File: config.mk
export PLATFORM = sky130hd
export DESIGN_NAME = brightness_to_dim_interpolator
export DESIGN_NICKNAME = d
export VERILOG_FILES = /design/src/design/btdi_pkg.sv /design/src/design/brightness_to_dim_interpolator.sv
export SDC_FILE = /design/constraint.sdc
export NUM_CORES = 1
export LEC_CHECK = 0
export BUFFER_PORTS_ARGS = -buffer_cell sky130_fd_sc_hd__buf_2
export CORE_MARGIN = 8
export CORE_UTILIZATION = 34
export DETAILED_ROUTE_END_ITERATION = 6
export SLEW_MARGIN = 20
export SYNTH_ARGS = -nofsm -noshare
export SYNTH_HDL_FRONTEND = slang
export SYNTH_SLANG_ARGS = --single-unit
File: constraint.sdc
create_clock -name clk -period 15.11 [get_ports clk]
set_input_delay 0 -clock clk [delete_from_list [all_inputs] [get_ports clk]]
set_output_delay 0 -clock clk [all_outputs]
set_load 0.01 [all_outputs]
File: src/design/btdi_pkg.sv
// Shared types and constants for the brightness to dim interpolator.
`default_nettype none

package btdi_pkg;

    localparam int TABLE_DEPTH_DEF = 21;

    localparam int LEVEL_W  = 11;
    localparam int ALPHA_W  = 8;
    localparam int KNOT_W   = LEVEL_W + ALPHA_W;
    localparam int X_W      = 10;
    localparam int PCT_W    = 7;
    localparam int RESULT_W = 8;
    localparam int AINT_W   = 13;

    localparam int MUL_A_W  = 12;
    localparam int MUL_B_W  = 11;
    localparam int PROD_W   = MUL_A_W + MUL_B_W;

    localparam int DIVD_W     = 24;
    localparam int DVS_W      = 11;
    localparam int DIV_CYCLES = DIVD_W / 2;
    localparam int CNT_W      = 4;

    localparam logic [PCT_W-1:0]    DIM_RESET   = PCT_W'(70);
    localparam logic [DVS_W-1:0]    PCT_DIVISOR = DVS_W'(100);
    localparam logic [RESULT_W-1:0] RESULT_MAX  = RESULT_W'(255);

    localparam logic REQ_CONVERT = 1'b0;
    localparam logic REQ_WRITE   = 1'b1;

    typedef enum logic [2:0] {
        S_IDLE,
        S_FETCH,
        S_SCAN,
        S_PREP,
        S_MUL1,
        S_MUL2,
        S_SCALE,
        S_DIV
    } state_t;

    typedef enum logic [1:0] {
        OP_LIN,
        OP_SUB_DY,
        OP_SUB_DX,
        OP_PCT
    } div_op_t;

endpackage

`default_nettype wire

File: src/design/brightness_to_dim_interpolator.sv
// Top level: knot table, serial search and shared multiply/divide datapath.
//
//  channel   | ports                                                    | handshake
//  ----------+----------------------------------------------------------+-----------------
//  request   | req_type brightness knot_index knot_level knot_alpha     | start & !busy
//  result    | dim_amount                                               | done, one cycle
//  config    | dim_percent                                              | cfg_valid & cfg_ready
//
//  A knot write finishes at the edge that accepts it; busy stays low.
//  A convert beat walks the knot table one entry a cycle, then runs up to four
//  divisions on one radix-4 divider.
//  Reset restores dim_percent to 70; the knot table holds nothing until written.
//  done pulses for one cycle and cannot be stalled; a new start is taken in that cycle.
`default_nettype none

module brightness_to_dim_interpolator
    import btdi_pkg::*;
#(
    parameter int TABLE_DEPTH = TABLE_DEPTH_DEF
) (
    input  wire logic                clk,
    input  wire logic                rst_n,
    input  wire logic                start,
    output logic                     busy,
    input  wire logic                req_type,
    input  wire logic [7:0]          brightness,
    input  wire logic [4:0]          knot_index,
    input  wire logic [LEVEL_W-1:0]  knot_level,
    input  wire logic [ALPHA_W-1:0]  knot_alpha,
    output logic                     done,
    output logic [RESULT_W-1:0]      dim_amount,
    input  wire logic                cfg_valid,
    output logic                     cfg_ready,
    input  wire logic [PCT_W-1:0]    dim_percent
);

    localparam int IDX_W = (TABLE_DEPTH > 1) ? $clog2(TABLE_DEPTH) : 1;
    localparam logic [IDX_W-1:0] LAST_IDX = IDX_W'(TABLE_DEPTH - 1);

    logic [KNOT_W-1:0] knot_mem [TABLE_DEPTH];

    state_t              state_reg, state_next;
    div_op_t             op_reg, op_next;
    logic [X_W-1:0]      x_reg, x_next;
    logic [IDX_W-1:0]    addr_reg, addr_next;
    logic [IDX_W-1:0]    idx_reg, idx_next;
    logic [KNOT_W-1:0]   rd_data_reg;
    logic [KNOT_W-1:0]   prev_reg, prev_next;
    logic [KNOT_W-1:0]   cur_reg, cur_next;
    logic [X_W-1:0]      d1_reg, d1_next;
    logic [LEVEL_W-1:0]  dx_reg, dx_next;
    logic [LEVEL_W-1:0]  d2m_reg, d2m_next;
    logic [ALPHA_W-1:0]  dym_reg, dym_next;
    logic                neg_reg, neg_next;
    logic [ALPHA_W:0]    lin_reg, lin_next;
    logic [AINT_W-1:0]   alpha_reg, alpha_next;
    logic [DVS_W-1:0]    rem_reg, rem_next;
    logic [DIVD_W-1:0]   quo_reg, quo_next;
    logic [DVS_W-1:0]    dvs_reg, dvs_next;
    logic [CNT_W-1:0]    cnt_reg, cnt_next;
    logic [PCT_W-1:0]    dim_reg;
    logic [RESULT_W-1:0] out_reg, out_next;
    logic                done_reg, done_next;

    logic                accept;
    logic                wr_en;
    logic [IDX_W-1:0]    wr_addr;
    logic [1:0]          x_frac;
    logic [X_W-1:0]      x_scaled;

    logic [MUL_A_W-1:0]  mul_a;
    logic [MUL_B_W-1:0]  mul_b;
    logic [PROD_W-1:0]   prod;

    logic [DVS_W:0]      div_t1, div_t2;
    logic                div_ge1, div_ge2;
    logic [DVS_W-1:0]    div_r1, div_r2;
    logic [DIVD_W-1:0]   div_q1, div_q2;
    logic                div_last;

    assign busy       = (state_reg != S_IDLE);
    assign done       = done_reg;
    assign dim_amount = out_reg;
    assign cfg_ready  = 1'b1;

    assign accept  = start && !busy;
    assign wr_en   = accept && (req_type == REQ_WRITE) && (32'(knot_index) < TABLE_DEPTH);
    assign wr_addr = IDX_W'(knot_index);

    // x = b*1023/255 = 4b + b/85
    assign x_frac   = 2'((brightness >= 8'd85)) + 2'((brightness >= 8'd170))
                    + 2'((brightness == 8'd255));
    assign x_scaled = {brightness, 2'b00} + {8'd0, x_frac};

    assign prod = PROD_W'(mul_a) * PROD_W'(mul_b);

    // two restoring steps a cycle
    assign div_t1  = {rem_reg, quo_reg[DIVD_W-1]};
    assign div_ge1 = (div_t1 >= {1'b0, dvs_reg});
    assign div_r1  = div_ge1 ? DVS_W'(div_t1 - {1'b0, dvs_reg}) : DVS_W'(div_t1);
    assign div_q1  = {quo_reg[DIVD_W-2:0], div_ge1};
    assign div_t2  = {div_r1, div_q1[DIVD_W-1]};
    assign div_ge2 = (div_t2 >= {1'b0, dvs_reg});
    assign div_r2  = div_ge2 ? DVS_W'(div_t2 - {1'b0, dvs_reg}) : DVS_W'(div_t2);
    assign div_q2  = {div_q1[DIVD_W-2:0], div_ge2};
    assign div_last = (cnt_reg == CNT_W'(DIV_CYCLES - 1));

    always_ff @(posedge clk)
    begin
        if (wr_en)
        begin
            knot_mem[wr_addr] <= {knot_level, knot_alpha};
        end
        rd_data_reg <= knot_mem[addr_reg];
    end

    always_comb
    begin
        logic [LEVEL_W-1:0]  xa;
        logic [LEVEL_W-1:0]  xb;
        logic [ALPHA_W:0]    dy;
        logic [ALPHA_W:0]    lin_sum;
        logic [AINT_W-1:0]   mag;
        logic [AINT_W-1:0]   term;

        state_next = state_reg;
        op_next    = op_reg;
        x_next     = x_reg;
        addr_next  = addr_reg;
        idx_next   = idx_reg;
        prev_next  = prev_reg;
        cur_next   = cur_reg;
        d1_next    = d1_reg;
        dx_next    = dx_reg;
        d2m_next   = d2m_reg;
        dym_next   = dym_reg;
        neg_next   = neg_reg;
        lin_next   = lin_reg;
        alpha_next = alpha_reg;
        rem_next   = rem_reg;
        quo_next   = quo_reg;
        dvs_next   = dvs_reg;
        cnt_next   = cnt_reg;
        out_next   = out_reg;
        done_next  = 1'b0;
        mul_a      = '0;
        mul_b      = '0;

        xa      = prev_reg[KNOT_W-1:ALPHA_W];
        xb      = cur_reg[KNOT_W-1:ALPHA_W];
        dy      = {1'b0, cur_reg[ALPHA_W-1:0]} - {1'b0, prev_reg[ALPHA_W-1:0]};
        lin_sum = div_q2[ALPHA_W:0] + (ALPHA_W+1)'(1);
        mag     = AINT_W'(lin_reg) + AINT_W'(div_q2[MUL_A_W-1:0]);
        term    = neg_reg ? (AINT_W'(0) - mag) : mag;

        case (state_reg)
            S_IDLE:
            begin
                if (accept && (req_type == REQ_CONVERT))
                begin
                    x_next     = x_scaled;
                    addr_next  = '0;
                    idx_next   = '0;
                    state_next = S_FETCH;
                end
            end
            S_FETCH:
            begin
                addr_next  = addr_reg + IDX_W'(1);
                state_next = S_SCAN;
            end
            S_SCAN:
            begin
                if (rd_data_reg[KNOT_W-1:ALPHA_W] >= {1'b0, x_reg})
                begin
                    if (idx_reg == '0)
                    begin
                        alpha_next = AINT_W'(rd_data_reg[ALPHA_W-1:0]);
                        state_next = S_SCALE;
                    end
                    else
                    begin
                        cur_next   = rd_data_reg;
                        state_next = S_PREP;
                    end
                end
                else
                begin
                    prev_next = rd_data_reg;
                    if (idx_reg == LAST_IDX)
                    begin
                        alpha_next = AINT_W'(rd_data_reg[ALPHA_W-1:0]);
                        state_next = S_SCALE;
                    end
                    else
                    begin
                        idx_next = idx_reg + IDX_W'(1);
                        if (addr_reg != LAST_IDX)
                        begin
                            addr_next = addr_reg + IDX_W'(1);
                        end
                    end
                end
            end
            S_PREP:
            begin
                d1_next  = X_W'({1'b0, x_reg} - xa);
                dx_next  = xb - xa;
                d2m_next = xb - {1'b0, x_reg};
                neg_next = dy[ALPHA_W];
                dym_next = dy[ALPHA_W] ? ALPHA_W'(~dy + 1'b1) : dy[ALPHA_W-1:0];
                if (dy == '0)
                begin
                    alpha_next = AINT_W'(prev_reg[ALPHA_W-1:0]);
                    state_next = S_SCALE;
                end
                else
                begin
                    state_next = S_MUL1;
                end
            end
            S_MUL1:
            begin
                mul_a      = MUL_A_W'(dym_reg);
                mul_b      = MUL_B_W'(d1_reg);
                quo_next   = {prod, 1'b0};
                dvs_next   = dx_reg;
                rem_next   = '0;
                cnt_next   = '0;
                op_next    = OP_LIN;
                state_next = S_DIV;
            end
            S_MUL2:
            begin
                mul_a      = MUL_A_W'(d1_reg);
                mul_b      = d2m_reg;
                quo_next   = {prod, 1'b0};
                dvs_next   = DVS_W'(dym_reg);
                rem_next   = '0;
                cnt_next   = '0;
                op_next    = OP_SUB_DY;
                state_next = S_DIV;
            end
            S_SCALE:
            begin
                if (alpha_reg[AINT_W-1])
                begin
                    out_next   = '0;
                    done_next  = 1'b1;
                    state_next = S_IDLE;
                end
                else
                begin
                    mul_a      = alpha_reg[MUL_A_W-1:0];
                    mul_b      = MUL_B_W'(dim_reg);
                    quo_next   = DIVD_W'(prod);
                    dvs_next   = PCT_DIVISOR;
                    rem_next   = '0;
                    cnt_next   = '0;
                    op_next    = OP_PCT;
                    state_next = S_DIV;
                end
            end
            S_DIV:
            begin
                rem_next = div_r2;
                quo_next = div_q2;
                cnt_next = cnt_reg + CNT_W'(1);
                if (div_last)
                begin
                    case (op_reg)
                        OP_LIN:
                        begin
                            lin_next   = {1'b0, lin_sum[ALPHA_W:1]};
                            state_next = S_MUL2;
                        end
                        OP_SUB_DY:
                        begin
                            quo_next = div_q2;
                            dvs_next = dx_reg;
                            rem_next = '0;
                            cnt_next = '0;
                            op_next  = OP_SUB_DX;
                        end
                        OP_SUB_DX:
                        begin
                            alpha_next = AINT_W'(prev_reg[ALPHA_W-1:0]) + term;
                            state_next = S_SCALE;
                        end
                        OP_PCT:
                        begin
                            out_next   = (div_q2 > DIVD_W'(RESULT_MAX))
                                       ? RESULT_MAX : div_q2[RESULT_W-1:0];
                            done_next  = 1'b1;
                            state_next = S_IDLE;
                        end
                        default:
                        begin
                            state_next = S_IDLE;
                        end
                    endcase
                end
            end
            default:
            begin
                state_next = S_IDLE;
            end
        endcase
    end

    always_ff @(posedge clk or negedge rst_n)
    begin
        if (!rst_n)
        begin
            state_reg <= S_IDLE;
            done_reg  <= 1'b0;
            dim_reg   <= DIM_RESET;
        end
        else
        begin
            state_reg <= state_next;
            done_reg  <= done_next;
            if (cfg_valid && cfg_ready)
            begin
                dim_reg <= dim_percent;
            end
        end
    end

    always_ff @(posedge clk)
    begin
        op_reg    <= op_next;
        x_reg     <= x_next;
        addr_reg  <= addr_next;
        idx_reg   <= idx_next;
        prev_reg  <= prev_next;
        cur_reg   <= cur_next;
        d1_reg    <= d1_next;
        dx_reg    <= dx_next;
        d2m_reg   <= d2m_next;
        dym_reg   <= dym_next;
        neg_reg   <= neg_next;
        lin_reg   <= lin_next;
        alpha_reg <= alpha_next;
        rem_reg   <= rem_next;
        quo_reg   <= quo_next;
        dvs_reg   <= dvs_next;
        cnt_reg   <= cnt_next;
        out_reg   <= out_next;
    end

endmodule

`default_nettype wire

==> impl_metrics.json <==
{
  "outcome": "finished, final reports clean",
  "comb_power_share_pct": 39.7,
  "wl_met3_um": 3591,
  "ys_seq_area_share_pct": 56.26,
  "rsz0062_at_grt": "false",
  "ff2ff_setup_slack_ps": 6120,
  "final_common_cell": "edfxtp_1",
  "grt_overflow": 0,
  "layout.nets": 2746,
  "hold_ws_ps": 63.33,
  "finalCritPeriodShare_pct": 59.48,
  "die_x_um": 323.2,
  "syn2layout_area_growth_pct": 14.59,
  "hp-class": "in -> reg",
  "cpPeakStageDelay_ps": 780,
  "crit_required_ps": 15430,
  "ys_types": 99,
  "slew_viol_final": 0,
  "vias": 19255,
  "initial_core_util_pct": 34.32,
  "synth_top_flop_cell": "edfxtp_1",
  "cp-startpoint": "rem_reg[1]$_SDFFCE_PN0P_",
  "syn_area_per_cell_um2": 13.77,
  "synth.top_cells.by_area": "edfxtp_1 54%, mux4_2 8.0%, fa_1 6.1%",
  "cts_buffers": 67,
  "synth_adder_area_share_pct": 12.12,
  "synth_mux_area_share_pct": 9.779,
  "yosys.area.top_type_share_pct": 54.21,
  "num-fill-cells": 8669,
  "rr_startpoint": "rem_reg[1]$_SDFFCE_PN0P_",
  "tightest_slew_ps": 1165,
  "post_drt_wl_per_cell_um": 20.62,
  "synth_cells": 2330,
  "grt_max_degree": 100,
  "grt_first_pass_wirelength_um": 119200,
  "synth_xor_area_share_pct": 2.340,
  "yosysWarnings": 0,
  "cts_root_buf": "clkbuf_16",
  "synth-async-reset-ratio_pct": 1.806,
  "clock_path_buffers": 3,
  "dr.pass1.iters": 6,
  "ir_worst_vdd_v": 0.0001661,
  "wirelength_um": 77430,
  "synth_edf_count": 579,
  "track_usage_pct": 14.67,
  "final_cell_mix": "579 x edfxtp_1, 202 x inv_1, 178 x nand2_1, 164 x nor2_1, 154 x ha_1",
  "p_clk_share_pct": 26.3,
  "slew_headroom_pct": 21.74,
  "fin_ws_ps": 6122,
  "syn_area_um2": 32080,
  "rows": 112,
  "seq_area_um2": 18050,
  "hp-start": "knot_index[3]",
  "antenna_found_initial": 3,
  "power_leakage_nw": 13.64,
  "fmax_ghz": 0.1113,
  "power_w": 0.006422,
  "p_switching_w": 0.002340,
  "dp_hpwl_um": 51890,
  "synth_top_family_by_area": "adder cells",
  "synth_area_leader_cell": "edfxtp_1",
  "dr_wl_met2_um": 37760,
  "top_layer": "met4",
  "critPathArrivalTime_ps": 9310,
  "cts_max_level": 3,
  "sw_frac_of_total_pct": 36.44,
  "drtAntennaViolNets": 0,
  "port_buffers": 53,
  "gp_congestion": 0.8997,
  "fp.dieH_um": 323.2,
  "die-area_um2": 104400,
  "largest_register_ffs": 399,
  "drt-met1-wl_um": 34140,
  "crit_type": "reg -> reg",
  "synthSimpleGateAreaFrac_pct": 8.554,
  "clock-sinks": 609,
  "postCtsResizedCells": 0,
  "maxCapViolations": 0,
  "cp_max_fo": 10,
  "vias_per_cell": 5.126,
  "multi_input_area_um2": 13160,
  "post_cts_buffers": 0,
  "power_frac_seq_pct": 34.0,
  "min_delay_path_depth": 3,
  "slowest_stage": "nor2_1",
  "finish.utilization_pct": 39.32,
  "crit_path_frequent_cell": "ha_1",
  "drc": 0,
  "setup_viol": 0,
  "core-area_um2": 93470,
  "tns_ps": 0,
  "ios": 55,
  "path_clk_slew_ps": 60,
  "grt_pass1_vias": 20157,
  "cp_num_buf_inv": 2,
  "rr_worst_depth": 32,
  "powerDensity_nw_per_um2": 174.7,
  "synth-compound-area-share_pct": 7.517,
  "end_kind": "flop",
  "cts_tree": "built",
  "cp.depth": 32,
  "start_kind": "flop",
  "period_needed_ps": 8988,
  "intPower_w": 0.004082,
  "critPathTopFamily": "simple AND/OR/NAND/NOR gates",
  "drive_above_1_share_pct": 14.71,
  "drt-initial-drc-count": 1550,
  "fin_skew_ps": 46.51,
  "post-place-ws_ps": 6281,
  "hold_viol": 0,
  "clk_latency_ps": 630,
  "ys_ff_latch": 609
}
-- final timing paths --
kind | to
max | alpha_reg[12]$_DFFE_PP_
min | knot_mem[20][5]$_DFFE_PP_
max reg2reg | alpha_reg[12]$_DFFE_PP_
min reg2reg | prev_reg[12]$_DFFE_PP_
max in group asynchronous | dim_reg[0]$_DFFE_PN0P_
min in group asynchronous | dim_reg[2]$_DFFE_PN1P_
-- timing repair --
item,in CTS,in global routing
endpoints found under the setup margin,0,0
hold buffers,46,0
endpoints found under the hold margin,427,0
-- stage by stage --
stage                     instance area [um^2]  cells
after global placement                   33970   3588
final                                    36760   3756
after CTS                                36730   3754
after floorplan                          32100   2337
after detailed placement                 33970   3588
after global routing                     36760   3756
-- Yosys cell counts, drive strengths merged, types with 11 or more instances --
cell and number:
o21ai 87, fa 98, a211oi 12, a21o 35
mux2i 40, a22oi 20, dfxtp 19, nor3 28
and2 29, buf 26, clkbuf 51, or2 15
nand3 31, mux4 114, ha 154, nor4 11
xor2 31, nor2 185, inv 203, nand2b 14
mux2 15, nand2 178, a21boi 20, edfxtp 579
xnor2 53, o21a 11, a21oi 87, nor2b 27
-- worst reg2reg max path, delay by kind of cell, from the launching register on --
family	cells	cell delay, ps
buf+inv	2	480
mux	1	210
flops	1	410
compound gates	12	2690
fa+ha+maj	5	1690
xor+xnor	1	80
simple gates	11	3140
-- metal layers --
metal | GRT usage [%] | vias to the layer above
met5 | 0 | -
met4 | 3.846 | 0
met3 | 2.118 | 116
met2 | 25.08 | 513
met1 | 19.55 | 9757
li1 | - | 8869
-- layout make-up --
| cell class | instances | share of cell area (%) |
|---|---|---|
| Antenna cell | 1 | 0.006808 |
| Timing Repair Buffer | 121 | 2.492 |
| Sequential cell | 609 | 49.10 |
| Inverter | 204 | 2.083 |
| Multi-Input combinational cell | 1447 | 35.80 |
| Clock inverter | 40 | 1.552 |
| Clock buffer | 80 | 4.694 |
| Tap cell | 1254 | 4.269 |
-- power groups by stage --
| stage | Clock [W] | Sequential, W | Combinational (W) |
|---|---|---|---|
| after floorplan | 0 | 0.00216 | 0.00191 |
| final | 0.00169 | 0.00218 | 0.00255 |
| after global placement | 0 | 0.00221 | 0.00247 |
| after global routing | 0.00178 | 0.00220 | 0.00284 |
| after detailed placement | 0 | 0.00222 | 0.00251 |
| after CTS | 0.00172 | 0.00218 | 0.00254 |
-- cells by family after synthesis --
group	Yosys count
buffers and inverters	281
XOR/XNOR	84
AND/OR/NAND/NOR	578
AO/OA/AOI/OAI	355
flip-flops	609
adder cells (fa/ha/maj)	252
multiplexers	169
other	2
Note: power is estimated with default switching activity, not from simulation.
